$ cat src/hdl/u2agf_pkg.sv
// Shared types, fold table and decode helpers for the UTF-8 glyph fold block.
`timescale 1ns / 1ps
`default_nettype none

package u2agf_pkg;

    localparam int FOLD_N = 22;

    typedef logic [20:0]     t_code;
    typedef logic [6:0][7:0] t_text;
    typedef logic [4:0]      t_idx;

    // controller to datapath
    typedef struct packed {
        logic load;
        logic scan;
        logic step;
    } t_cmd;

    // datapath to controller
    typedef struct packed {
        logic hold;
        logic seg_end;
        logic final_seg;
    } t_sts;

    typedef struct packed {
        logic hit;
        t_idx idx;
    } t_find;

    localparam t_code FOLD_CODE [FOLD_N] = '{
        21'h000B7, 21'h02014, 21'h02500, 21'h02026, 21'h02190, 21'h02191,
        21'h02192, 21'h02193, 21'h02194, 21'h021B3, 21'h023F3, 21'h0258C,
        21'h025A3, 21'h025B6, 21'h025BC, 21'h02699, 21'h026A0, 21'h02713,
        21'h02717, 21'h0276F, 21'h1F4CE, 21'h1F5BC
    };

    // text is left-justified: first character in element 6
    localparam t_text FOLD_TEXT [FOLD_N] = '{
        {".", 48'h0},    {"-", 48'h0},    {"-", 48'h0},    {"...", 32'h0},
        {"<-", 40'h0},   {"^", 48'h0},    {"->", 40'h0},   {"v", 48'h0},
        {"<>", 40'h0},   {">", 48'h0},    {"[~]", 32'h0},  {"|", 48'h0},
        {"#", 48'h0},    {">", 48'h0},    {"v", 48'h0},    {"*", 48'h0},
        {"!", 48'h0},    {"+", 48'h0},    {"x", 48'h0},    {">", 48'h0},
        {"[file]", 8'h0}, "[image]"
    };

    localparam logic [2:0] FOLD_LEN [FOLD_N] = '{
        3'd1, 3'd1, 3'd1, 3'd3, 3'd2, 3'd1, 3'd2, 3'd1, 3'd2, 3'd1, 3'd3,
        3'd1, 3'd1, 3'd1, 3'd1, 3'd1, 3'd1, 3'd1, 3'd1, 3'd1, 3'd6, 3'd7
    };

    // sequence length implied by a lead byte
    function automatic logic [2:0] lead_len(input logic [7:0] b);
        logic [2:0] len;
        if (b >= 8'hF0) begin
            len = 3'd4;
        end else if (b >= 8'hE0) begin
            len = 3'd3;
        end else if (b >= 8'hC0) begin
            len = 3'd2;
        end else begin
            len = 3'd1;
        end
        return len;
    endfunction

    // match a code point against every table entry in parallel
    function automatic t_find fold_find(input t_code cp);
        t_find f;
        f.hit = 1'b0;
        f.idx = '0;
        for (int i = 0; i < FOLD_N; i++) begin
            if (!f.hit && FOLD_CODE[i] == cp) begin
                f.hit = 1'b1;
                f.idx = t_idx'(i);
            end
        end
        return f;
    endfunction

endpackage

`default_nettype wire

$ cat src/hdl/u2agf_if.sv
// Valid/ready channel interfaces for text words in and folded words out.
`timescale 1ns / 1ps
`default_nettype none

interface u2agf_in_if;
    logic       valid;
    logic       ready;
    logic [7:0] in_byte;
    logic       end_of_text;

    modport source (output valid, output in_byte, output end_of_text, input ready);
    modport sink   (input valid, input in_byte, input end_of_text, output ready);
endinterface

interface u2agf_out_if;
    logic       valid;
    logic       ready;
    logic [7:0] out_byte;
    logic       last_of_run;
    logic       out_end_of_text;

    modport source (output valid, output out_byte, output last_of_run,
                    output out_end_of_text, input ready);
    modport sink   (input valid, input out_byte, input last_of_run,
                    input out_end_of_text, output ready);
endinterface

`default_nettype wire

$ cat src/hdl/u2agf_ctrl.sv
// Sequencer for the glyph fold: accept, segment scan and byte emission.
`timescale 1ns / 1ps
`default_nettype none

module u2agf_ctrl import u2agf_pkg::*; (
    input  wire       i_clk,
    input  wire       i_rst_n,
    input  wire       i_in_valid,
    output logic      o_in_ready,
    output logic      o_out_valid,
    input  wire       i_out_ready,
    input  wire t_sts i_sts,
    output t_cmd      o_cmd
);

    typedef enum logic [1:0] {ST_IDLE, ST_SCAN, ST_EMIT} t_state;

    t_state r_state, n_state;
    logic   w_in_acc, w_out_acc, w_run_done;

    // take a new word when idle or as the last word of a run leaves
    always_comb begin
        w_out_acc   = (r_state == ST_EMIT) && i_out_ready;
        w_run_done  = w_out_acc && i_sts.seg_end && i_sts.final_seg;
        o_in_ready  = (r_state == ST_IDLE) || w_run_done;
        o_out_valid = (r_state == ST_EMIT);
        w_in_acc    = i_in_valid && o_in_ready;
        o_cmd.load  = w_in_acc;
        o_cmd.scan  = (r_state == ST_SCAN);
        o_cmd.step  = w_out_acc;
    end

    // next state
    always_comb begin
        n_state = r_state;
        unique case (r_state)
            ST_IDLE: begin
                if (w_in_acc && !i_sts.hold) n_state = ST_SCAN;
            end
            ST_SCAN: begin
                n_state = ST_EMIT;
            end
            ST_EMIT: begin
                if (w_out_acc && i_sts.seg_end) begin
                    if (!i_sts.final_seg) begin
                        n_state = ST_SCAN;
                    end else if (w_in_acc && !i_sts.hold) begin
                        n_state = ST_SCAN;
                    end else begin
                        n_state = ST_IDLE;
                    end
                end
            end
            default: n_state = ST_IDLE;
        endcase
    end

    // hold state
    always_ff @(posedge i_clk) begin
        if (!i_rst_n) begin
            r_state <= ST_IDLE;
        end else begin
            r_state <= n_state;
        end
    end

endmodule

`default_nettype wire

$ cat src/hdl/u2agf_dp.sv
// Datapath: mode register, sequence buffer, segment decode and output select.
`timescale 1ns / 1ps
`default_nettype none

module u2agf_dp import u2agf_pkg::*; (
    input  wire        i_clk,
    input  wire        i_rst_n,
    input  wire        i_cfg_we,
    input  wire        i_cfg_wdata,
    input  wire  [7:0] i_in_byte,
    input  wire        i_end_of_text,
    input  wire  t_cmd i_cmd,
    output t_sts       o_sts,
    output logic [7:0] o_out_byte,
    output logic       o_last_of_run,
    output logic       o_out_end_of_text
);

    // control registers
    logic       r_fold;
    logic [1:0] r_pcnt;
    logic [2:0] r_slen;

    // payload registers
    logic [7:0] r_pend [3];
    logic [7:0] r_buf  [4];
    logic [2:0] r_n;
    logic       r_eot;
    logic       r_rawall;
    logic [2:0] r_ptr;
    logic       r_rep;
    t_idx       r_idx;
    logic [2:0] r_cnt;
    logic [2:0] r_adv;
    logic       r_final;
    logic [2:0] r_k;

    logic [2:0] w_n_cur, w_need;
    logic       w_hold;

    // decide whether the incoming word only extends the buffer
    always_comb begin
        w_n_cur = {1'b0, r_pcnt} + 3'd1;
        w_need  = (r_pcnt == 2'd0) ? lead_len(i_in_byte) : r_slen;
        w_hold  = r_fold && (w_n_cur < w_need) && !i_end_of_text;
    end

    logic [7:0] w_b, w_c1, w_c2, w_c3;
    logic [2:0] w_len, w_p1, w_p2, w_p3;
    logic [3:0] w_end;
    t_code      w_cp;
    t_find      w_find;
    logic       w_rep;
    logic [2:0] w_cnt, w_adv;
    logic       w_final;
    logic [3:0] w_stop;

    // decode the segment that starts at the scan pointer
    always_comb begin
        w_p1   = r_ptr + 3'd1;
        w_p2   = r_ptr + 3'd2;
        w_p3   = r_ptr + 3'd3;
        w_b    = r_buf[r_ptr[1:0]];
        w_c1   = r_buf[w_p1[1:0]];
        w_c2   = r_buf[w_p2[1:0]];
        w_c3   = r_buf[w_p3[1:0]];
        w_len  = lead_len(w_b);
        w_end  = {1'b0, r_ptr} + {1'b0, w_len};
        case (w_len)
            3'd2:    w_cp = {10'h0, w_b[4:0], w_c1[5:0]};
            3'd3:    w_cp = {5'h0, w_b[3:0], w_c1[5:0], w_c2[5:0]};
            default: w_cp = {w_b[2:0], w_c1[5:0], w_c2[5:0], w_c3[5:0]};
        endcase
        w_find = fold_find(w_cp);
        w_rep  = 1'b0;
        if (r_rawall) begin
            w_adv = r_n;
            w_cnt = r_n;
        end else if (w_b < 8'hC0 || w_end > {1'b0, r_n}) begin
            // ASCII, stray continuation, or a sequence cut short by the end
            w_adv = 3'd1;
            w_cnt = 3'd1;
        end else if (w_find.hit) begin
            w_rep = 1'b1;
            w_adv = w_len;
            w_cnt = FOLD_LEN[w_find.idx];
        end else begin
            w_adv = w_len;
            w_cnt = w_len;
        end
        w_stop  = {1'b0, r_ptr} + {1'b0, w_adv};
        w_final = (w_stop == {1'b0, r_n});
    end

    // hold mode and buffer bookkeeping
    always_ff @(posedge i_clk) begin
        if (!i_rst_n) begin
            r_fold <= 1'b0;
            r_pcnt <= 2'd0;
            r_slen <= 3'd0;
        end else begin
            if (i_cfg_we) r_fold <= i_cfg_wdata;
            if (i_cmd.load) begin
                if (w_hold) begin
                    r_pcnt <= r_pcnt + 2'd1;
                    r_slen <= w_need;
                end else begin
                    r_pcnt <= 2'd0;
                    r_slen <= 3'd0;
                end
            end
        end
    end

    // capture words, latch segments, advance through them
    always_ff @(posedge i_clk) begin
        if (i_cmd.scan) begin
            r_rep   <= w_rep;
            r_idx   <= w_find.idx;
            r_cnt   <= w_cnt;
            r_adv   <= w_adv;
            r_final <= w_final;
            r_k     <= 3'd0;
        end
        if (i_cmd.step && !o_sts.seg_end) begin
            r_k <= r_k + 3'd1;
        end
        // a word taken as the run ends restarts the pointer instead
        if (i_cmd.step && o_sts.seg_end && !i_cmd.load) begin
            r_ptr <= r_ptr + r_adv;
        end
        if (i_cmd.load) begin
            if (w_hold) begin
                r_pend[r_pcnt] <= i_in_byte;
            end else begin
                for (int k = 0; k < 3; k++) begin
                    r_buf[k] <= (r_pcnt == 2'(k)) ? i_in_byte : r_pend[k];
                end
                r_buf[3]       <= i_in_byte;
                r_n            <= w_n_cur;
                r_eot          <= i_end_of_text;
                r_rawall       <= !r_fold;
                r_ptr          <= 3'd0;
            end
        end
    end

    t_text      w_txt;
    logic [2:0] w_rawpos, w_chr;

    // select the outgoing word
    always_comb begin
        w_txt    = FOLD_TEXT[r_idx];
        w_chr    = 3'd6 - r_k;
        w_rawpos = r_ptr + r_k;
        o_out_byte = r_rep ? w_txt[w_chr] : r_buf[w_rawpos[1:0]];
        o_sts.hold      = w_hold;
        o_sts.seg_end   = (r_k == r_cnt - 3'd1);
        o_sts.final_seg = r_final;
        o_last_of_run     = o_sts.seg_end && r_final;
        o_out_end_of_text = o_sts.seg_end && r_final && r_eot;
    end

endmodule

`default_nettype wire

$ cat src/hdl/utf8_to_ascii_glyph_fold.sv
// Top level of the UTF-8 to ASCII glyph fold block.
//
// Text words enter on i_text (valid/ready), one byte each with an end flag;
// folded words leave on o_text, each with last_of_run and out_end_of_text.
// i_cfg_we/i_cfg_wdata set the fold mode; write it only while idle.
// In fold mode, continuation bytes of a multi-byte sequence are buffered
// and accepted at one per cycle with no output. A word that completes a run
// is followed by a scan of each segment in turn, each scan followed by the
// output words of its segment. The next input word is taken in the same
// cycle as the final word of the previous run leaves.
// A stalled receiver holds o_text stable and holds off all new input.
// Synchronous reset clears the sequencer, the buffer count and fold mode.
`timescale 1ns / 1ps
`default_nettype none

module utf8_to_ascii_glyph_fold import u2agf_pkg::*; (
    input  wire          i_clk,
    input  wire          i_rst_n,
    input  wire          i_cfg_we,
    input  wire          i_cfg_wdata,
    u2agf_in_if.sink     i_text,
    u2agf_out_if.source  o_text
);

    t_cmd w_cmd;
    t_sts w_sts;

    // sequencer
    u2agf_ctrl u_ctrl (
        .i_clk       (i_clk),
        .i_rst_n     (i_rst_n),
        .i_in_valid  (i_text.valid),
        .o_in_ready  (i_text.ready),
        .o_out_valid (o_text.valid),
        .i_out_ready (o_text.ready),
        .i_sts       (w_sts),
        .o_cmd       (w_cmd)
    );

    // datapath
    u2agf_dp u_dp (
        .i_clk             (i_clk),
        .i_rst_n           (i_rst_n),
        .i_cfg_we          (i_cfg_we),
        .i_cfg_wdata       (i_cfg_wdata),
        .i_in_byte         (i_text.in_byte),
        .i_end_of_text     (i_text.end_of_text),
        .i_cmd             (w_cmd),
        .o_sts             (w_sts),
        .o_out_byte        (o_text.out_byte),
        .o_last_of_run     (o_text.last_of_run),
        .o_out_end_of_text (o_text.out_end_of_text)
    );

endmodule

`default_nettype wire

$ cat src/flat_wrapper.sv
// flat-port wrapper written by rule: the top's interface ports become plain ports
module utf8_to_ascii_glyph_fold_flat import u2agf_pkg::*;
  (i_clk, i_rst_n, i_cfg_we, i_cfg_wdata, i_text_valid, i_text_in_byte, i_text_end_of_text, i_text_ready, o_text_valid, o_text_out_byte, o_text_last_of_run, o_text_out_end_of_text, o_text_ready);
  u2agf_in_if i_text_i ();
  u2agf_out_if o_text_i ();
  input  wire i_clk;
  input  wire i_rst_n;
  input  wire i_cfg_we;
  input  wire i_cfg_wdata;
  input wire logic [$bits(i_text_i.valid)-1:0] i_text_valid;
  input wire logic [$bits(i_text_i.in_byte)-1:0] i_text_in_byte;
  input wire logic [$bits(i_text_i.end_of_text)-1:0] i_text_end_of_text;
  output wire logic [$bits(i_text_i.ready)-1:0] i_text_ready;
  output wire logic [$bits(o_text_i.valid)-1:0] o_text_valid;
  output wire logic [$bits(o_text_i.out_byte)-1:0] o_text_out_byte;
  output wire logic [$bits(o_text_i.last_of_run)-1:0] o_text_last_of_run;
  output wire logic [$bits(o_text_i.out_end_of_text)-1:0] o_text_out_end_of_text;
  input wire logic [$bits(o_text_i.ready)-1:0] o_text_ready;
  assign i_text_i.valid = i_text_valid;
  assign i_text_i.in_byte = i_text_in_byte;
  assign i_text_i.end_of_text = i_text_end_of_text;
  assign i_text_ready = i_text_i.ready;
  assign o_text_valid = o_text_i.valid;
  assign o_text_out_byte = o_text_i.out_byte;
  assign o_text_last_of_run = o_text_i.last_of_run;
  assign o_text_out_end_of_text = o_text_i.out_end_of_text;
  assign o_text_i.ready = o_text_ready;
  utf8_to_ascii_glyph_fold u_core (.i_clk(i_clk), .i_rst_n(i_rst_n), .i_cfg_we(i_cfg_we), .i_cfg_wdata(i_cfg_wdata), .i_text(i_text_i), .o_text(o_text_i));
endmodule
$ cat config.mk
export PLATFORM = sky130hd
export DESIGN_NAME = utf8_to_ascii_glyph_fold_flat
export DESIGN_NICKNAME = d
export VERILOG_FILES = /design/src/hdl/u2agf_pkg.sv /design/src/hdl/u2agf_if.sv /design/src/hdl/u2agf_ctrl.sv /design/src/hdl/u2agf_dp.sv /design/src/hdl/utf8_to_ascii_glyph_fold.sv /design/src/flat_wrapper.sv
export SDC_FILE = /design/constraint.sdc
export NUM_CORES = 1
export LEC_CHECK = 0
export BUFFER_PORTS_ARGS = -buffer_cell sky130_fd_sc_hd__clkbuf_2
export CORE_UTILIZATION = 60
export CTS_CLUSTER_DIAMETER = 50
export DETAILED_ROUTE_END_ITERATION = 16
export GPL_ROUTABILITY_DRIVEN = 1
export PLACE_DENSITY = 0.78
export SLEW_MARGIN = 40
export SYNTH_ARGS = -nofsm -noshare
export SYNTH_HDL_FRONTEND = slang
export SYNTH_SLANG_ARGS = --single-unit
export TNS_END_PERCENT = 1
$ cat constraint.sdc
create_clock -name i_clk -period 12.2 [get_ports i_clk]
set_clock_uncertainty 0.15 [all_clocks]
set_input_delay 0.61 -clock i_clk [delete_from_list [all_inputs] [get_ports i_clk]]
set_output_delay 0.61 -clock i_clk [all_outputs]
set_load 0.01 [all_outputs]
==> metrics.md, run 1 <==
| Metric | Value |
|---|---|
| Status | completed |
| Most frequent cells in the layout | edfxtp_1 (77), nor2_1 (55), nand2_1 (53) |
| Worst R2R Path Depth | 19 |
| Initial Utilization | 61.6% |
| ANT nets after route | 0 |
| PD cells | 116 nW/um^2 |
| Ant. Diodes | 0 |
| Async SR Flop Fraction | 0% |
| Crit path time final | 5.87 ns |
| Worst Hold Class | reg2reg |
| Worst Tran Pin Value | 0.769 ns |
| H-tree depth | 3 |
| Antenna violations before repair | 0 |
| Fill cell instance count of the final layout | 888 |
| Port-buffer cells | 26 |
| Mux cell area share after synthesis | 16.4% |
| Syn nets | 743 |
| Setup TNS | 0 ns |
| Leak | 2.51 nW |
| Largest net degree at the start of global routing | 36 |
| Fin. max-slew vios | 0 |
| CTS Sinks | 88 |
| Die width | 111 microns |
| Cts hold-fix bufs | 0 |
| Area of the multi-input gates | 4270 sq um |
| Row count | 39 |
| Sequential area share after synthesis | 35.8% |
| Commonest non-fill, non-tap cell in the layout | edfxtp_1 |
| GRT met2 Usage | 49.5% |
| CTS buffer count | 9 |
| Clk_lat worst skew | 0.34 ns |
| Layout cells sized above 1 | 18.6% |
| R2R Path Start | u_core.u_dp.r_ptr[0] |
| DRT Pass-1 Iters | 6 |
| Via count | 5943 |
| Hold Crit Depth | 2 |
| Startpoint types | flip-flop |
| Vias/cell | 6.93 |
| Worst Path Max Fanout | 27 |
| Peak VDD IR | 0.128 mV |
| Ys flop type | edfxtp_1 |
| Compound-cell area share of the yosys netlist | 14.5% |
| Drt initial violations | 556 |
| Yosys top cell by area | edfxtp_1 |
| Cell count after synthesis | 702 |
| DRC | 0 |
| CTS tree | yes |
| CP required | 12.20 ns |
| Remaining Overflow, GRT | 0 |
| Final hold vios | 0 |
| Final nets | 750 |
| CP dominant cell by count | xnor2_1 |
| Mean Syn Cell Area | 10.1 sq um |
| Final HPWL DP | 13400 microns |
| Main area contributors after synthesis | edfxtp_1 (33%), mux4_2 (9.2%), mux2_2 (4.8%), ha_1 (4.2%), dfxtp_1 (3.1%) |
| Worst slew margin | 48.4% |
| Clk buf depth | 2 |
| Clock transition at path regs | 0.07 ns |
| Crit. End Element | flip-flop |
| Yosys top cell area share | 32.7% |
| Met1 usage | 40.3% |
| Syn Std Cell Area | 7070 sq um |
| Core ar. | 11500 sq um |
| Number of synthesized flops with an enable pin | 77 |
| Clk Tree Root Cell | clkbuf_16 |
| Synth Area in Adders | 4.96% |
| RePlAce Congestion | 0.945 |
| Final Non-Filler Cells | 857 |
| Max Fclk | 170 MHz |
| GR met3 Demand/Resource | 5.27% |
| Worst EP arrival | 5.88 ns |
| RSZ-0062 raised after global routing | no |
| Hold_sp | u_core.u_dp.r_slen[1] |
| Final setup violation count | 0 |
| Yosys warning total | 0 |
| Hold Path Sink | u_core.u_dp.r_slen[1] |
| Total Routed Length | 18000 microns |
| Area Growth Syn to Fin | 6.71% |
| Most Crowded Layer GR | met2 |
| CP cell instances | buf_4 > mux4_2 > and2_1 > nor2_2 > xnor2_1 > ha_1 > a21oi_1 > xnor2_1 > ha_1 > a21oi_1 > a31oi_1 > nor4_1 > nand2_1 > o21a_1 > fa_1 > xnor2_1 > nand3_1 > o21a_1 > nor4_1 |
| Reg2reg end | u_core.u_dp.r_final |
| Final period util | 48.1% |
| Main combinational cell family by area after synthesis | simple AND/OR/NAND/NOR gates |
| Slowest stage delay, CP | 0.78 ns |
| Core Util, Final | 65.8% |
| I/O pins | 27 |
| Die height | 111 microns |
| Setup bufs post-CTS | 0 |
| Average wire per standard cell | 21.0 microns |
| Cell variety after synth | 80 |
| Die footprint | 12200 sq um |
| Crit path kind | reg2reg |
| CP max stage cell | mux4_2 |
| GRT Overall Usage | 30.3% |
| XOR/XNOR share of the synthesized area | 2.23% |
| Register area | 2530 sq um |
| CTS resizes | 0 |
| Maxcap violations | 0 |
| Cells after DPL | 840 |
| Post-synthesis register bit count | 88 |
| Vias in the first global route | 5665 |
| Worst reg-to-reg setup slack | 6.33 ns |
| Post-Synth Simple-Gate Area | 21.9% |
| Global-route wire length before repair | 29500 microns |
## worst max path at each step
stage | startpoint | endpoint | slack (ns) | cells past startpoint
detailed placement | u_core.u_dp.r_ptr[0] | u_core.u_dp.r_final | 6.25 | 19
global placement | u_core.u_dp.r_ptr[0] | u_core.u_dp.r_final | 6.54 | 18
CTS | u_core.u_dp.r_ptr[0] | u_core.u_dp.r_final | 6.22 | 19
finish | u_core.u_dp.r_ptr[0] | u_core.u_dp.r_final | 6.33 | 19
floorplan | u_core.u_dp.r_ptr[0] | u_core.u_dp.r_final | 7.60 | 19
global route | u_core.u_dp.r_ptr[0] | u_core.u_dp.r_final | 5.80 | 22
## per-layer routing
layer | up-vias | share of wire [%]
li1 | 2727 | -
met1 | 2906 | 42
met2 | 270 | 48
met3 | 40 | 6.3
met4 | 0 | 2.8
met5 | - | 0
## cell type report
class	count	share of cell area, %
flip-flops and latches	88	33.6
inverters	27	1.34
well taps	143	2.37
multi-input cells	553	56.6
clock buffers	10	3.04
repair buffers	30	2.36
clock inverters	6	0.680
## cells in the mapped netlist (8+ instances only)
master    instances
edfxtp_1         77
nor2_1           57
nand2_1          53
a21oi_1          39
nand3_1          35
mux2_2           30
mux4_2           29
inv_1            27
ha_1             24
nor3_1           24
o21ai_0          23
nor2b_1          19
mux2i_1          17
and2_1           15
clkbuf_1         14
nand4_1          13
xnor2_1          13
nand2b_1         12
dfxtp_1          11
nor4_1           11
o211ai_1          9
o22ai_1           9
a211oi_1          8
## sequential cells by signal, summed over array words and instances (netlist names)
| signal | flops |
|---|---|
| u_core.u_dp.r_buf | 32 |
| u_core.u_dp.r_n | 3 |
| u_core.u_dp.r_pcnt | 2 |
| u_core.u_dp.r_ptr | 3 |
| u_core.u_dp.r_rawall | 1 |
| u_core.u_dp.r_idx | 5 |
| u_core.u_dp.r_slen | 3 |
| u_core.u_dp.r_rep | 1 |
| u_core.u_dp.r_pend | 24 |
| u_core.u_dp.r_cnt | 3 |
| u_core.u_dp.r_adv | 3 |
| u_core.u_ctrl.r_state | 2 |
| u_core.u_dp.r_k | 3 |
| u_core.u_dp.r_final | 1 |
| u_core.u_dp.r_fold | 1 |
| u_core.u_dp.r_eot | 1 |
## metrics by stage
stage                     hold WS, ns  power, W  area, sq um  setup slack, ns
final                           0.307  0.000873         7540             6.33
after global routing            0.320  0.000911         7540             5.80
after CTS                       0.309  0.000870         7520             6.22
after detailed placement        0.302  0.000612         7240             6.25
after global placement          0.290  0.000604         7210             6.54
after floorplan                 0.282  0.000545         7070             7.60
## worst max-delay path, delay by kind of cell, from the launching register on
family | cells | cell delay (ns)
fa+ha+maj | 3 | 0.90
buf+inv | 1 | 0.44
flops | 1 | 0.51
compound gates | 5 | 0.75
simple gates | 6 | 1.67
mux | 1 | 0.78
xor+xnor | 3 | 0.50
## kinds of logic (layout without fill, tap and decap cells)
family / after synthesis / count (layout)
mux: 76 / 76
xor+xnor: 18 / 18
flops: 88 / 88
simple gates: 285 / 285
compound gates: 147 / 147
fa+ha+maj: 27 / 27
buf+inv: 61 / 73
## power by group
part	internal, W	switching (W)	leakage [nW]	total (W)
clock network	0.000141	0.000118	0.136	0.000259
logic	0.0000897	0.000151	1.57	0.000241
registers	0.000350	0.0000223	0.804	0.000373
total	0.000581	0.000292	2.51	0.000873
Power figures use the tool's default switching activity.
==> inputs of run 2 (changes only) <==
--- a/config.mk
+++ b/config.mk
@@ -6,11 +6,11 @@
 export NUM_CORES = 1
 export LEC_CHECK = 0
 export BUFFER_PORTS_ARGS = -buffer_cell sky130_fd_sc_hd__clkbuf_2
-export CORE_UTILIZATION = 60
+export CORE_UTILIZATION = 57
 export CTS_CLUSTER_DIAMETER = 50
 export DETAILED_ROUTE_END_ITERATION = 16
 export GPL_ROUTABILITY_DRIVEN = 1
-export PLACE_DENSITY = 0.78
+export PLACE_DENSITY = 0.77
 export SLEW_MARGIN = 40
 export SYNTH_ARGS = -nofsm -noshare
 export SYNTH_HDL_FRONTEND = slang
==> constraint.sdc (replaced) <==
create_clock -name i_clk -period 4.8 [get_ports i_clk]
set_clock_uncertainty 0.15 [all_clocks]
set_input_delay 0.24 -clock i_clk [delete_from_list [all_inputs] [get_ports i_clk]]
set_output_delay 0.24 -clock i_clk [all_outputs]
set_load 0.01 [all_outputs]
==> run 2 against run 1 <==
Net effect:
- critical path depth rose by 2
- largest power group unchanged
- total power rose to 2.6 times the previous value
- via count fell by 0.32%
- routed wire length rose by 2.1%
- register-to-register slack got worse by 6.1 ns
- combinational power rose to 2.7 times the previous value
- clock-buffer cell count did not move
- global-route usage fell by 0.67 points
==> metrics.md, run 2 (same netlist as run 1, synthesis figures left out) <==
| Metric | Value |
|---|---|
| Die footprint | 12800 sq um |
| ANT nets after route | 0 |
| Cells after DPL | 881 |
| Maxcap violations | 0 |
| CP dominant cell by count | ha_1 |
| Final setup margin | 0.214 ns |
| Port-buffer cells | 26 |
| Global-route wire length before repair | 29500 microns |
| Final hold vios | 0 |
| Worst Tran Pin Value | 0.760 ns |
| Core ar. | 12100 sq um |
| Max Fclk | 218 MHz |
| DRT Pass-1 Iters | 6 |
| Hold Crit Depth | 3 |
| Drt initial violations | 714 |
| R2R Path Start | u_core.u_dp.r_buf[3][4] |
| Die width | 113 microns |
| Worst reg-to-reg setup slack | 0.21 ns |
| Largest net degree at the start of global routing | 26 |
| Reg2reg end | u_core.u_dp.r_final |
| Slowest stage delay, CP | 0.56 ns |
| Layout cells sized above 1 | 21.9% |
| Setup WS pre-CTS | 0.0479 ns |
| Total Routed Length | 18400 microns |
| CP max stage cell | mux4_2 |
| Worst slew margin | 49.3% |
| Clk buf depth | 2 |
| Design Power | 0.00231 W |
| Buf/Inv on CP | 1 |
| Initial Utilization | 58.6% |
| Clk_lat worst skew | 0.35 ns |
| CP required | 4.82 ns |
| GRT Overall Usage | 29.6% |
| Peak VDD IR | 0.474 mV |
| Placed cell areas | 7370 sq um |
| Ant. Diodes | 0 |
| Clock transition at path regs | 0.07 ns |
| Worst Hold Class | in2reg |
| CP cell instances | mux4_2 > and2_4 > nor2_2 > xnor2_1 > ha_1 > a21oi_1 > xnor2_1 > ha_1 > a21oi_1 > a31oi_1 > nor4_2 > nand2_2 > nor2_1 > nor2_1 > ha_1 > inv_1 > fa_1 > xnor2_2 > nand3_1 > o21a_1 > nor4_1 |
| Average wire per standard cell | 20.2 microns |
| Leak | 2.66 nW |
| Clk Tree Root Cell | clkbuf_16 |
| DRC | 0 |
| Top reg by flops | u_core.u_dp.r_buf |
| RePlAce Congestion | 0.959 |
| Crit path kind | reg2reg |
| Fill cell instance count of the final layout | 965 |
| Worst Path Max Fanout | 6 |
| Final period util | 95.5% |
| CTS tree | yes |
| Area Growth Syn to Fin | 10.3% |
| Max reg flops | 32 |
| Vias in the first global route | 5635 |
| Vias/cell | 6.52 |
| Row count | 40 |
| Hold Path Sink | u_core.u_dp.r_fold |
| Final nets | 777 |
| Commonest non-fill, non-tap cell in the layout | edfxtp_1 |
| I/O pins | 27 |
| Worst EP arrival | 4.60 ns |
| Final HPWL DP | 13800 microns |
| H-tree depth | 3 |
| Hold_sp | i_cfg_wdata |
| Crit path time final | 4.59 ns |
| Remaining Overflow, GRT | 0 |
| CTS buffer count | 9 |
| Delay-heaviest family, CP | adder cells |
| Critical Path Source | u_core.u_dp.r_buf[3][4] |
| Startpoint types | flip-flop |
| Crit. End Element | flip-flop |
| Status | completed |
| Antenna violations before repair | 0 |
| Most frequent cells in the layout | edfxtp_1 (77), nor2_1 (55), nand2_1 (52) |
| CTS Sinks | 88 |
| Die height | 113 microns |
| Fin. max-slew vios | 0 |
| Via count | 5924 |
| Final setup violation count | 0 |
| PD cells | 296 nW/um^2 |
| Final non-filler cell area | 7800 sq um |
| Regs by FF count | u_core.u_dp.r_buf: 32 flops, u_core.u_dp.r_pend: 24 flops, u_core.u_dp.r_idx: 5 flops |
| Final Non-Filler Cells | 909 |
| Worst R2R Path Depth | 21 |
run 2: metrics by stage:
| step | hold WS, ns | util [%] | setup TNS, ns |
|---|---|---|---|
| 6_report | 0.0184 | 64.7 | 0 |
| 5_1_grt | 0.0262 | 64.7 | -0.00141 |
| 4_1_cts | 0.00660 | 63.7 | 0 |
| 3_5_place_dp | 0.294 | 61.1 | 0 |
| 3_3_place_gp | 0.290 | 61.0 | 0 |
| 2_1_floorplan | 0.189 | - | 0 |
run 2: metal layers:
layer,GRT usage (%),up-vias,part of all wire (%)
li1,-,2780,-
met1,38.2,2842,41
met2,50.1,251,50
met3,4.50,51,5.7
met4,12.5,0,3.3
met5,0,-,0
run 2: worst reg2reg max path, delay by kind of cell (launching register included):
| family | cells | cell delay, ns |
|---|---|---|
| adder cells (fa/ha/maj) | 4 | 1.14 |
| AND/OR/NAND/NOR | 8 | 1.08 |
| AO/OA/AOI/OAI | 4 | 0.60 |
| multiplexers | 1 | 0.56 |
| flip-flops | 1 | 0.44 |
| XOR/XNOR | 3 | 0.38 |
| buffers and inverters | 1 | 0.06 |
run 2: where the power goes:
group          total (W)  switching, W  internal [W]
Combinational   0.000646      0.000392      0.000254
Clock           0.000714      0.000302      0.000412
Sequential      0.000946     0.0000560      0.000890
Total            0.00231      0.000750       0.00156
run 2: worst max path at each step:
stage,slack (ns),cells after the start,endpoint
finish,0.21,21,u_core.u_dp.r_final
global placement,0.32,17,u_core.u_dp.r_final
global route,-0.001,21,u_core.u_dp.r_final
CTS,0.05,18,u_core.u_dp.r_final
detailed placement,0.05,21,u_core.u_dp.r_final
floorplan,0.20,19,u_core.u_dp.r_final
run 2: area by class of cell:
cell class              count  area [sq um]  share of cell area [%]
clock buffers              10           229                    2.94
multi-input cells         553          4280                    54.9
clock inverters             6          75.1                   0.963
repair buffers             57           370                    4.75
inverters                  27           101                    1.30
flip-flops and latches     88          2530                    32.5
well taps                 168           210                    2.70
run 2: repair_timing:
action | in CTS | in global routing
buffers inserted | 0 | 10
endpoints found under the setup margin | 0 | 2
gates resized for setup | 0 | 8
hold buffers | 1 | 0
hold endpoints to repair | 1 | 0
